===== config.mk =====
export PLATFORM = sky130hd
export DESIGN_NAME = utf8_validate_and_count
export DESIGN_NICKNAME = d
export VERILOG_FILES = /design/src/sv/utf8vc_pkg.sv /design/src/sv/utf8vc_decode.sv /design/src/sv/utf8vc_verdict.sv /design/src/sv/utf8_validate_and_count.sv
export SDC_FILE = /design/constraint.sdc
export NUM_CORES = 1
export LEC_CHECK = 0
export BUFFER_PORTS_ARGS = -buffer_cell sky130_fd_sc_hd__buf_4
export CAP_MARGIN = 25
export CORE_UTILIZATION = 43
export CTS_CLUSTER_DIAMETER = 60
export CTS_CLUSTER_SIZE = 14
export DETAILED_ROUTE_END_ITERATION = 8
export GPL_TIMING_DRIVEN = 0
export HOLD_SLACK_MARGIN = 0.12
export PLACE_DENSITY = 0.72
export SLEW_MARGIN = 0
export SYNTH_ARGS = -nofsm -noshare
export SYNTH_HDL_FRONTEND = slang
export SYNTH_HIERARCHICAL = 1
export SYNTH_SLANG_ARGS = --single-unit

===== constraint.sdc =====
create_clock -name clk_i -period 9.4 [get_ports clk_i]
set_clock_uncertainty 0.15 [all_clocks]
set_input_delay 0.47 -clock clk_i [delete_from_list [all_inputs] [get_ports clk_i]]
set_output_delay 0.47 -clock clk_i [all_outputs]
set_load 0.01 [all_outputs]

===== src/sv/utf8vc_pkg.sv =====
// ----------------------------------------------------------------------------
// utf8vc_pkg
// Shared types, constants and helpers of the UTF-8 validator and counter.
// ----------------------------------------------------------------------------
package utf8vc_pkg;

  localparam int unsigned COUNT_BITS = 16;
  localparam int unsigned SHOW_BITS  = 16;
  localparam int unsigned LIMIT_BITS = 17;
  localparam int unsigned CMP_BITS   = (COUNT_BITS > SHOW_BITS) ? COUNT_BITS : SHOW_BITS;
  localparam int unsigned CFG_IDX_BITS = 2;

  typedef enum logic [CFG_IDX_BITS-1:0] {
    CFG_TEXT_REQUIRED = 2'd0,
    CFG_MINIMUM_CHARS = 2'd1,
    CFG_MAXIMUM_CHARS = 2'd2
  } cfg_idx_e;

  localparam logic [7:0] ASCII_MAX = 8'h7f;
  localparam logic [7:0] LEAD2_MIN = 8'hc2;
  localparam logic [7:0] LEAD2_MAX = 8'hdf;
  localparam logic [7:0] LEAD3_MIN = 8'he0;
  localparam logic [7:0] LEAD3_MAX = 8'hef;
  localparam logic [7:0] LEAD4_MIN = 8'hf0;
  localparam logic [7:0] LEAD4_MAX = 8'hf4;
  localparam logic [7:0] LEAD_E0   = 8'he0;
  localparam logic [7:0] LEAD_ED   = 8'hed;
  localparam logic [7:0] LEAD_F0   = 8'hf0;
  localparam logic [7:0] LEAD_F4   = 8'hf4;
  localparam logic [7:0] CONT_A0   = 8'ha0;
  localparam logic [7:0] CONT_90   = 8'h90;
  localparam logic [1:0] CONT_TAG  = 2'b10;

  typedef struct packed {
    logic [1:0]            pending;
    logic [7:0]            lead;
    logic                  expect_second;
    logic                  error_seen;
    logic [COUNT_BITS-1:0] total;
    logic                  any_byte;
  } dec_state_t;

  typedef struct packed {
    logic                  text_required;
    logic [LIMIT_BITS-1:0] minimum_chars;
    logic [LIMIT_BITS-1:0] maximum_chars;
  } cfg_t;

  function automatic logic [SHOW_BITS-1:0] count_shown(input logic [COUNT_BITS-1:0] total);
    logic [CMP_BITS-1:0] ext;
    logic [CMP_BITS-1:0] top;
    ext = CMP_BITS'(total);
    top = CMP_BITS'({SHOW_BITS{1'b1}});
    if (ext > top) begin
      count_shown = {SHOW_BITS{1'b1}};
    end else begin
      count_shown = ext[SHOW_BITS-1:0];
    end
  endfunction

endpackage


===== src/sv/utf8vc_decode.sv =====
// ----------------------------------------------------------------------------
// utf8vc_decode
// Next-state logic of the strict UTF-8 decoder for one byte.
// ----------------------------------------------------------------------------
module utf8vc_decode (
  input  utf8vc_pkg::dec_state_t cur_i,
  input  logic [7:0]             text_byte_i,
  input  logic                   byte_present_i,
  output utf8vc_pkg::dec_state_t nxt_o
);
  import utf8vc_pkg::*;

  logic [COUNT_BITS-1:0] bumped;
  logic                  bad_second;
  logic [7:0]            b;

  assign b = text_byte_i;
  assign bumped = (cur_i.total == {COUNT_BITS{1'b1}}) ? cur_i.total
                                                      : cur_i.total + COUNT_BITS'(1);
  assign bad_second = cur_i.expect_second &&
                      ((cur_i.lead == LEAD_E0 && b <  CONT_A0) ||
                       (cur_i.lead == LEAD_ED && b >= CONT_A0) ||
                       (cur_i.lead == LEAD_F0 && b <  CONT_90) ||
                       (cur_i.lead == LEAD_F4 && b >= CONT_90));

  always_comb begin
    nxt_o = cur_i;
    if (byte_present_i) begin
      nxt_o.any_byte = 1'b1;
      if (!cur_i.error_seen) begin
        if (cur_i.pending == 2'd0) begin
          if (b <= ASCII_MAX) begin
            nxt_o.total = bumped;
          end else if (b >= LEAD2_MIN && b <= LEAD2_MAX) begin
            nxt_o.pending = 2'd1;
            nxt_o.lead = b;
            nxt_o.expect_second = 1'b1;
          end else if (b >= LEAD3_MIN && b <= LEAD3_MAX) begin
            nxt_o.pending = 2'd2;
            nxt_o.lead = b;
            nxt_o.expect_second = 1'b1;
          end else if (b >= LEAD4_MIN && b <= LEAD4_MAX) begin
            nxt_o.pending = 2'd3;
            nxt_o.lead = b;
            nxt_o.expect_second = 1'b1;
          end else begin
            nxt_o.error_seen = 1'b1;
          end
        end else if (b[7:6] != CONT_TAG || bad_second) begin
          nxt_o.error_seen = 1'b1;
        end else begin
          nxt_o.expect_second = 1'b0;
          nxt_o.pending = cur_i.pending - 2'd1;
          if (cur_i.pending == 2'd1) begin
            nxt_o.total = bumped;
          end
        end
      end
    end
  end

endmodule


===== src/sv/utf8vc_verdict.sv =====
// ----------------------------------------------------------------------------
// utf8vc_verdict
// Final verdict of a string from its decoder state and the length limits.
// ----------------------------------------------------------------------------
module utf8vc_verdict (
  input  utf8vc_pkg::dec_state_t st_i,
  input  utf8vc_pkg::cfg_t       cfg_i,
  output logic                   accepted_o
);
  import utf8vc_pkg::*;

  logic [CMP_BITS-1:0] n;
  logic [CMP_BITS-1:0] lo;
  logic [CMP_BITS-1:0] hi;
  logic                below_min;
  logic                above_max;

  assign n  = CMP_BITS'(st_i.total);
  assign lo = CMP_BITS'(cfg_i.minimum_chars[LIMIT_BITS-2:0]);
  assign hi = CMP_BITS'(cfg_i.maximum_chars[LIMIT_BITS-2:0]);
  assign below_min = !cfg_i.minimum_chars[LIMIT_BITS-1] && (n < lo);
  assign above_max = !cfg_i.maximum_chars[LIMIT_BITS-1] && (n > hi);

  always_comb begin
    if (!st_i.any_byte) begin
      accepted_o = !cfg_i.text_required;
    end else if (st_i.error_seen || st_i.pending != 2'd0) begin
      accepted_o = 1'b0;
    end else begin
      accepted_o = !below_min && !above_max;
    end
  end

endmodule


===== src/sv/utf8_validate_and_count.sv =====
// ----------------------------------------------------------------------------
// utf8_validate_and_count
// Strict UTF-8 validator with a saturating code point counter and limits.
// ----------------------------------------------------------------------------
// Channel  Direction  Handshake              Payload
// in       input      in_valid_i/in_stall_o  text_byte_i, byte_present_i, end_of_text_i
// out      output     out_valid_o/out_stall_i accepted_o, code_point_count_o
// cfg      input      cfg_we_i               cfg_index_i, cfg_wdata_i
//
// One request is taken every cycle while the input is not stalled; an end request
// is held in the input register, and its verdict then goes to the result register.
// Reset clears the decoder state and loads the limits with no limit.
// A stalled result holds a following end request in the input register, and the
// input stalls behind it; byte requests ahead of that end request keep flowing.
module utf8_validate_and_count (
  input  logic                                 clk_i,
  input  logic                                 rst_ni,
  input  logic                                 in_valid_i,
  output logic                                 in_stall_o,
  input  logic [7:0]                           text_byte_i,
  input  logic                                 byte_present_i,
  input  logic                                 end_of_text_i,
  output logic                                 out_valid_o,
  input  logic                                 out_stall_i,
  output logic                                 accepted_o,
  output logic [utf8vc_pkg::SHOW_BITS-1:0]     code_point_count_o,
  input  logic                                 cfg_we_i,
  input  logic [utf8vc_pkg::CFG_IDX_BITS-1:0]  cfg_index_i,
  input  logic [utf8vc_pkg::LIMIT_BITS-1:0]    cfg_wdata_i
);
  import utf8vc_pkg::*;

  cfg_t       cfg_q;
  dec_state_t st_q, st_d, st_nxt;
  logic       in_vld_q;
  logic [7:0] byte_q;
  logic       present_q;
  logic       end_q;
  logic       res_vld_q;
  logic       res_acc_q;
  logic [SHOW_BITS-1:0] res_cnt_q;
  logic       verdict;
  logic       advance;
  logic       take_in;

  assign advance    = in_vld_q && (!end_q || !res_vld_q || !out_stall_i);
  assign in_stall_o = in_vld_q && !advance;
  assign take_in    = in_valid_i && !in_stall_o;

  always_ff @(posedge clk_i or negedge rst_ni) begin
    if (!rst_ni) begin
      cfg_q.text_required <= 1'b0;
      cfg_q.minimum_chars <= {LIMIT_BITS{1'b1}};
      cfg_q.maximum_chars <= {LIMIT_BITS{1'b1}};
    end else if (cfg_we_i) begin
      unique case (cfg_idx_e'(cfg_index_i))
        CFG_TEXT_REQUIRED: cfg_q.text_required <= cfg_wdata_i[0];
        CFG_MINIMUM_CHARS: cfg_q.minimum_chars <= cfg_wdata_i;
        CFG_MAXIMUM_CHARS: cfg_q.maximum_chars <= cfg_wdata_i;
        default: ;
      endcase
    end
  end

  always_ff @(posedge clk_i or negedge rst_ni) begin
    if (!rst_ni) begin
      in_vld_q <= 1'b0;
    end else if (take_in || advance) begin
      in_vld_q <= take_in;
    end
  end

  always_ff @(posedge clk_i) begin
    if (take_in) begin
      byte_q    <= text_byte_i;
      present_q <= byte_present_i;
      end_q     <= end_of_text_i;
    end
  end

  utf8vc_decode u_decode (
    .cur_i          (st_q),
    .text_byte_i    (byte_q),
    .byte_present_i (present_q),
    .nxt_o          (st_nxt)
  );

  utf8vc_verdict u_verdict (
    .st_i       (st_nxt),
    .cfg_i      (cfg_q),
    .accepted_o (verdict)
  );

  always_comb begin
    st_d = st_q;
    if (advance) begin
      st_d = end_q ? '0 : st_nxt;
    end
  end

  always_ff @(posedge clk_i or negedge rst_ni) begin
    if (!rst_ni) begin
      st_q <= '0;
    end else begin
      st_q <= st_d;
    end
  end

  always_ff @(posedge clk_i or negedge rst_ni) begin
    if (!rst_ni) begin
      res_vld_q <= 1'b0;
    end else if (advance && end_q) begin
      res_vld_q <= 1'b1;
    end else if (!out_stall_i) begin
      res_vld_q <= 1'b0;
    end
  end

  always_ff @(posedge clk_i) begin
    if (advance && end_q) begin
      res_acc_q <= verdict;
      res_cnt_q <= count_shown(st_nxt.total);
    end
  end

  assign out_valid_o        = res_vld_q;
  assign accepted_o         = res_acc_q;
  assign code_point_count_o = res_cnt_q;

  a_stall_needs_item: assert property (@(posedge clk_i) disable iff (!rst_ni)
    in_stall_o |-> (in_vld_q && end_q && res_vld_q))
    else $error("input stalled without a blocked end request");

  a_clear_after_end: assert property (@(posedge clk_i) disable iff (!rst_ni)
    (advance && end_q) |=> (st_q == '0))
    else $error("decoder state not cleared after a verdict");

  a_result_source: assert property (@(posedge clk_i) disable iff (!rst_ni)
    $rose(out_valid_o) |-> $past(advance && end_q))
    else $error("result appeared without an end request");

endmodule


---- After elaboration in Yosys (flattened, before gate mapping) ----
Cells that the tools add are included.
storage, ports and cells
  register bits ........................... 93
  input port bits ......................... 34
operators by class
  $add $sub $neg .......................... 2
  order comparisons ....................... 14
  equality and inequality tests ........... 15
  muxes and demuxes ....................... 24
  reduce and logical (&&, ||, !) cells .... 44
operators by type and width
  kind                                                    count
  two-way mux 16 bit                                      4
  two-way mux 29 bit                                      2
  >= comparator 8 bit (second input constant)             5
  two-way mux 11 bit                                      3
  equality test 8 bit (second input constant)             4
  two-way mux 28 bit                                      1
  <= comparator 8 bit (second input constant)             3
  two-way mux 18 bit                                      1
  adder 16 x 1 -> 16 bit (second input constant)          1
  equality test 16 bit (second input constant)            1
  greater-than comparator 16 bit                          1
  greater-than comparator 16 bit (second input constant)  1
  less-than comparator 16 bit                             1
  less-than comparator 8 bit (second input constant)      2
  logical AND 1 bit                                       15
  two-way mux 12 bit                                      1
  AND reduction 6 bit                                     2
  logical NOT 1 bit                                       10
  two-way mux 1 bit                                       9
  <= comparator 8 x 7 -> 1 bit (second input constant)    1
  logical OR 1 bit                                        8
  two-way mux 8 bit                                       1
  AND reduction 2 bit                                     3
  nonzero test 2 bit                                      3
  11 further kinds                                        16

---- Depth between registers and ports, before layout ----
  depth in word-level cells ............... 17
  mapped depth ............................ 14
  depth with buffers taken out ............ 13

---- Modules after synthesis ----
Netlist, hierarchy kept.
modules (own cells, without submodules)
  module                   times used  cells an instance  area an instance (um2)  seq. area each (um2)
  utf8_validate_and_count  1           275                3,880.0                 2,504.9
  utf8vc_decode            1           145                949.7                   0.0
  utf8vc_verdict           1           116                848.3                   0.0

---- Worst setup path after synthesis ----
Ideal clock, no wire load.
  path type ............................... flip-flop to flip-flop
  from .................................... register byte_q[4]
  to ...................................... register res_acc_q (netlist: accepted_o) (data pin)
  setup time .............................. 0.262 ns
  data arrival time ....................... 3.111 ns
  slack ................................... 5.876 ns
  cell stages (with the launch flop) ...... 13
  path buffers ............................ 0
  clock period less this slack ............ 3.524 ns
  cell sequence ........................... edfxtp_1 nor2_1 nor3_1 a311oi_2 a32oi_2 nor4_1 mux2_2 ha_1 and4_4 and3_4 a31o_1 a221oi_2 a21oi_1
RTL lines
  what                      line                            source
  start: declaration        utf8_validate_and_count.sv:36   logic [7:0] byte_q;
  start signal: assignment  utf8_validate_and_count.sv:75   byte_q <= text_byte_i;
  end signal: assignment    utf8_validate_and_count.sv:121  res_acc_q <= verdict;
  end: declaration          utf8_validate_and_count.sv:40   logic res_acc_q;

==> results_dict.tcl <==
set metrics [dict create \
    clkLatencyLatePin_ns 0.35 \
    postRouteAntennaNets 0 \
    r2r_start "st_q[1]" \
    switchingPower_mw 0.337 \
    synth_nets 604 \
    cts.clk_slew.worst_paths_ns 0.07 \
    hold_viol_final 0 \
    grt_max_degree 67 \
    maxSlewHeadroom_pct 43.1 \
    first_pass_iters 5 \
    place_congestion 0.940 \
    fill_cells 1159 \
    synth_seq_cells 93 \
    power_density_nw_per_um2 170 \
    final_util_pct 51.8 \
    worstSetupStartpointType "register" \
    max_freq_ghz 0.246 \
    synth_cell_types 56 \
    ff_latch_area_um2 2500 \
    synth.area.top_cells "dfstp_2 16%, edfxtp_1 14%, dfrtp_1 14%" \
    tightest_slew_ns 0.854 \
    synth_seq_area_share_pct 44.1 \
    async_reset_ff_share_pct 71.0 \
    power.total_mw 1.12 \
    clkSinkCount 93 \
    yosysWarnings 6 \
    syn_area_um2 5680 \
    r2r_slack_ns 5.34 \
    comb_power_share_pct 22.4 \
    path_class "register to register" \
    synth_top_area_share_pct 15.7 \
    drive_gt1_share_pct 29.0 \
    grt_pass1_vias 4370 \
    fin_crit_sh_pct 43.2 \
    htreeDepth 3 \
    cts_tree "done" \
    ir_worst_vdd_v 0.0000793 \
    r2r_end "accepted_o" \
    path_cells "ha_1, nand3_1, or4_4, nor2_1, a31oi_1, nor3_1, a2bb2oi_1, ha_1, a21o_1, a21o_1, a2111oi_0, o21a_1, a21oi_1" \
    arrival_ns 4.00 \
    status "completed" \
    worstHoldPathType "input pin to register" \
    cp_max_fo 7 \
    end_kind "register" \
    maxCapViolCount 0 \
    worst-r2r-cell-count 13 \
    crit_slowest_cell "dfrtp_1" \
    die-area_um2 13700 \
    rsz0062_at_grt "no" \
    area_growth_pct 16.2 \
    syn_area_per_cell_um2 10.6 \
    hold_path_end "byte_q[1]" \
    seqPwrFrac_pct 46.4 \
    synth_cells 536 \
    internal_power_mw 0.785 \
    drcViolationCount 0 \
    antenna_found_initial 0 \
    path_buf_inv 0 \
    avgViaCountPerCell 5.73 \
    die_h_um 117 \
    dp.cells 761 \
    fin_crit_ns 4.06 \
    p_clk_share_pct 31.3 \
    min_path_cells 1 \
    final_cell_count_no_fill 778 \
    vias 4459 \
    leakage_nw 2.94 \
    numCtsBuffers 9 \
    postCtsSetupRepairBufs 0 \
    cts_resized 0 \
    multiInputGateArea_um2 2910 \
    synth_edf_count 27 \
    yosys-top-cells-count "39 x inv_1, 39 x nand3_1, 36 x nand4_1" \
    overflow 0 \
    coreArea_um2 12700 \
    grt_first_pass_wirelength_um 21800 \
    place_hpwl_um 9600 \
    synth_top_area_cell "dfstp_2" \
    finalWirelength_um 13500 \
    ys.flop_type "dfstp_2" \
    grtUsageTotal_pct 20.9 \
    start_util_pct 44.6 \
    setup_viol 0 \
    hold_slack_ns 0.143 \
    routedWlPerCell_um 17.3 \
    rows 41 \
    place.port_buffers 52 \
    drtIter0Drc 364 \
    max_stage_delay_ns 0.48 \
    cp_top_family "compound AO/OA/AOI/OAI gates" \
    fp.dieW_um 117 \
    cts-root-buf "clkbuf_16" \
    tns_ns 0 \
    clock_path_buffers 2 \
    layout.nets 669 \
    io_pins 53 \
    path_depth 13 \
    slew_viol_final 0 \
    p_sw_share_pct 30.0 \
    antenna_cells 0 \
    hp-start "text_byte_i[1]" \
    crit_required_ns 9.35 \
]
-- layout by cell type (no fill, tap or decap), types with 21 or more instances in the layout --
master | Yosys | final
buf_4 | 0 | 52
dfrtp_1 | 32 | 32
dfstp_2 | 34 | 34
edfxtp_1 | 27 | 27
ha_1 | 34 | 34
inv_1 | 39 | 39
mux2_2 | 21 | 21
mux2_4 | 24 | 24
nand2_1 | 27 | 27
nand2b_1 | 35 | 35
nand3_1 | 39 | 39
nand3b_1 | 31 | 31
nand4_1 | 36 | 36
nor2_1 | 22 | 22
-- state kept, by name (all words and copies together), names as in the netlist --
signal / cells
out_valid_o: 1
cfg_q: 35
in_vld_q: 1
present_q: 1
byte_q: 8
code_point_count_o: 16
end_q: 1
accepted_o: 1
st_q: 29
-- through the flow --
step | instance area [µm²] | setup WS (ns)
finish | 6600 | 5.34
detailed placement | 6300 | 5.41
floorplan | 5680 | 5.88
global placement | 6280 | 5.49
global route | 6600 | 5.07
CTS | 6600 | 5.38
-- worst reg2reg max path: cells and delay by family, from the launching register on --
kind | cells | cell delay [ns]
AO/OA/AOI/OAI | 7 | 1.54
adder cells (fa/ha/maj) | 2 | 0.58
flip-flops | 1 | 0.48
AND/OR/NAND/NOR | 4 | 1.07
-- worst max path at each step --
stage	endpoint	start	slack [ns]
floorplan	accepted_o	byte_q[4]	5.88
global placement	accepted_o	st_q[1]	5.49
detailed placement	accepted_o	st_q[1]	5.41
CTS	accepted_o	st_q[1]	5.38
global route	accepted_o	byte_q[7]	5.07
finish	accepted_o	st_q[1]	5.34
-- power groups by stage --
stage / sequential, mW / combinational, mW / clock, mW
global route: 0.526 / 0.276 / 0.373
detailed placement: 0.526 / 0.247 / 0
floorplan: 0.517 / 0.173 / 0
CTS: 0.520 / 0.249 / 0.358
global placement: 0.524 / 0.236 / 0
finish: 0.520 / 0.251 / 0.351
-- timing repair --
item | in CTS | in global routing
hold buffers | 1 | 0
endpoints found under the setup margin | 0 | 0
endpoints found under the hold margin | 5 | 0
-- area by class of cell --
cell class                 count  share of cell area [%]
clock buffer                   9                    3.41
buffer                        24                    1.78
tap                          172                    3.26
clock inverter                 7                   0.873
multi-input combinational    380                    44.2
inverter                      39                    2.22
sequential                    93                    38.0
timing repair buffer          54                    6.30
-- routing by layer --
layer / up-vias / GRT usage (%) / share of wire [%]
li1: 2080 / - / -
met1: 2184 / 28.9 / 44
met2: 162 / 33.0 / 48
met3: 33 / 2.63 / 5.3
met4: 0 / 9.28 / 2.6
met5: - / 0 / 0
-- cell families (layout without fill, tap and decap cells) --
| kind of cell | count (synthesis) | count (layout) | synth area share [%] |
|---|---|---|---|
| multiplexers | 46 | 46 | 10.7 |
| buffers and inverters | 63 | 133 | 4.65 |
| XOR/XNOR | 6 | 6 | 0.926 |
| AND/OR/NAND/NOR | 234 | 234 | 24.7 |
| adder cells (fa/ha/maj) | 34 | 34 | 7.49 |
| AO/OA/AOI/OAI | 60 | 60 | 7.47 |
| flip-flops | 93 | 93 | 44.1 |
Note: power is estimated with default switching activity, not from simulation.
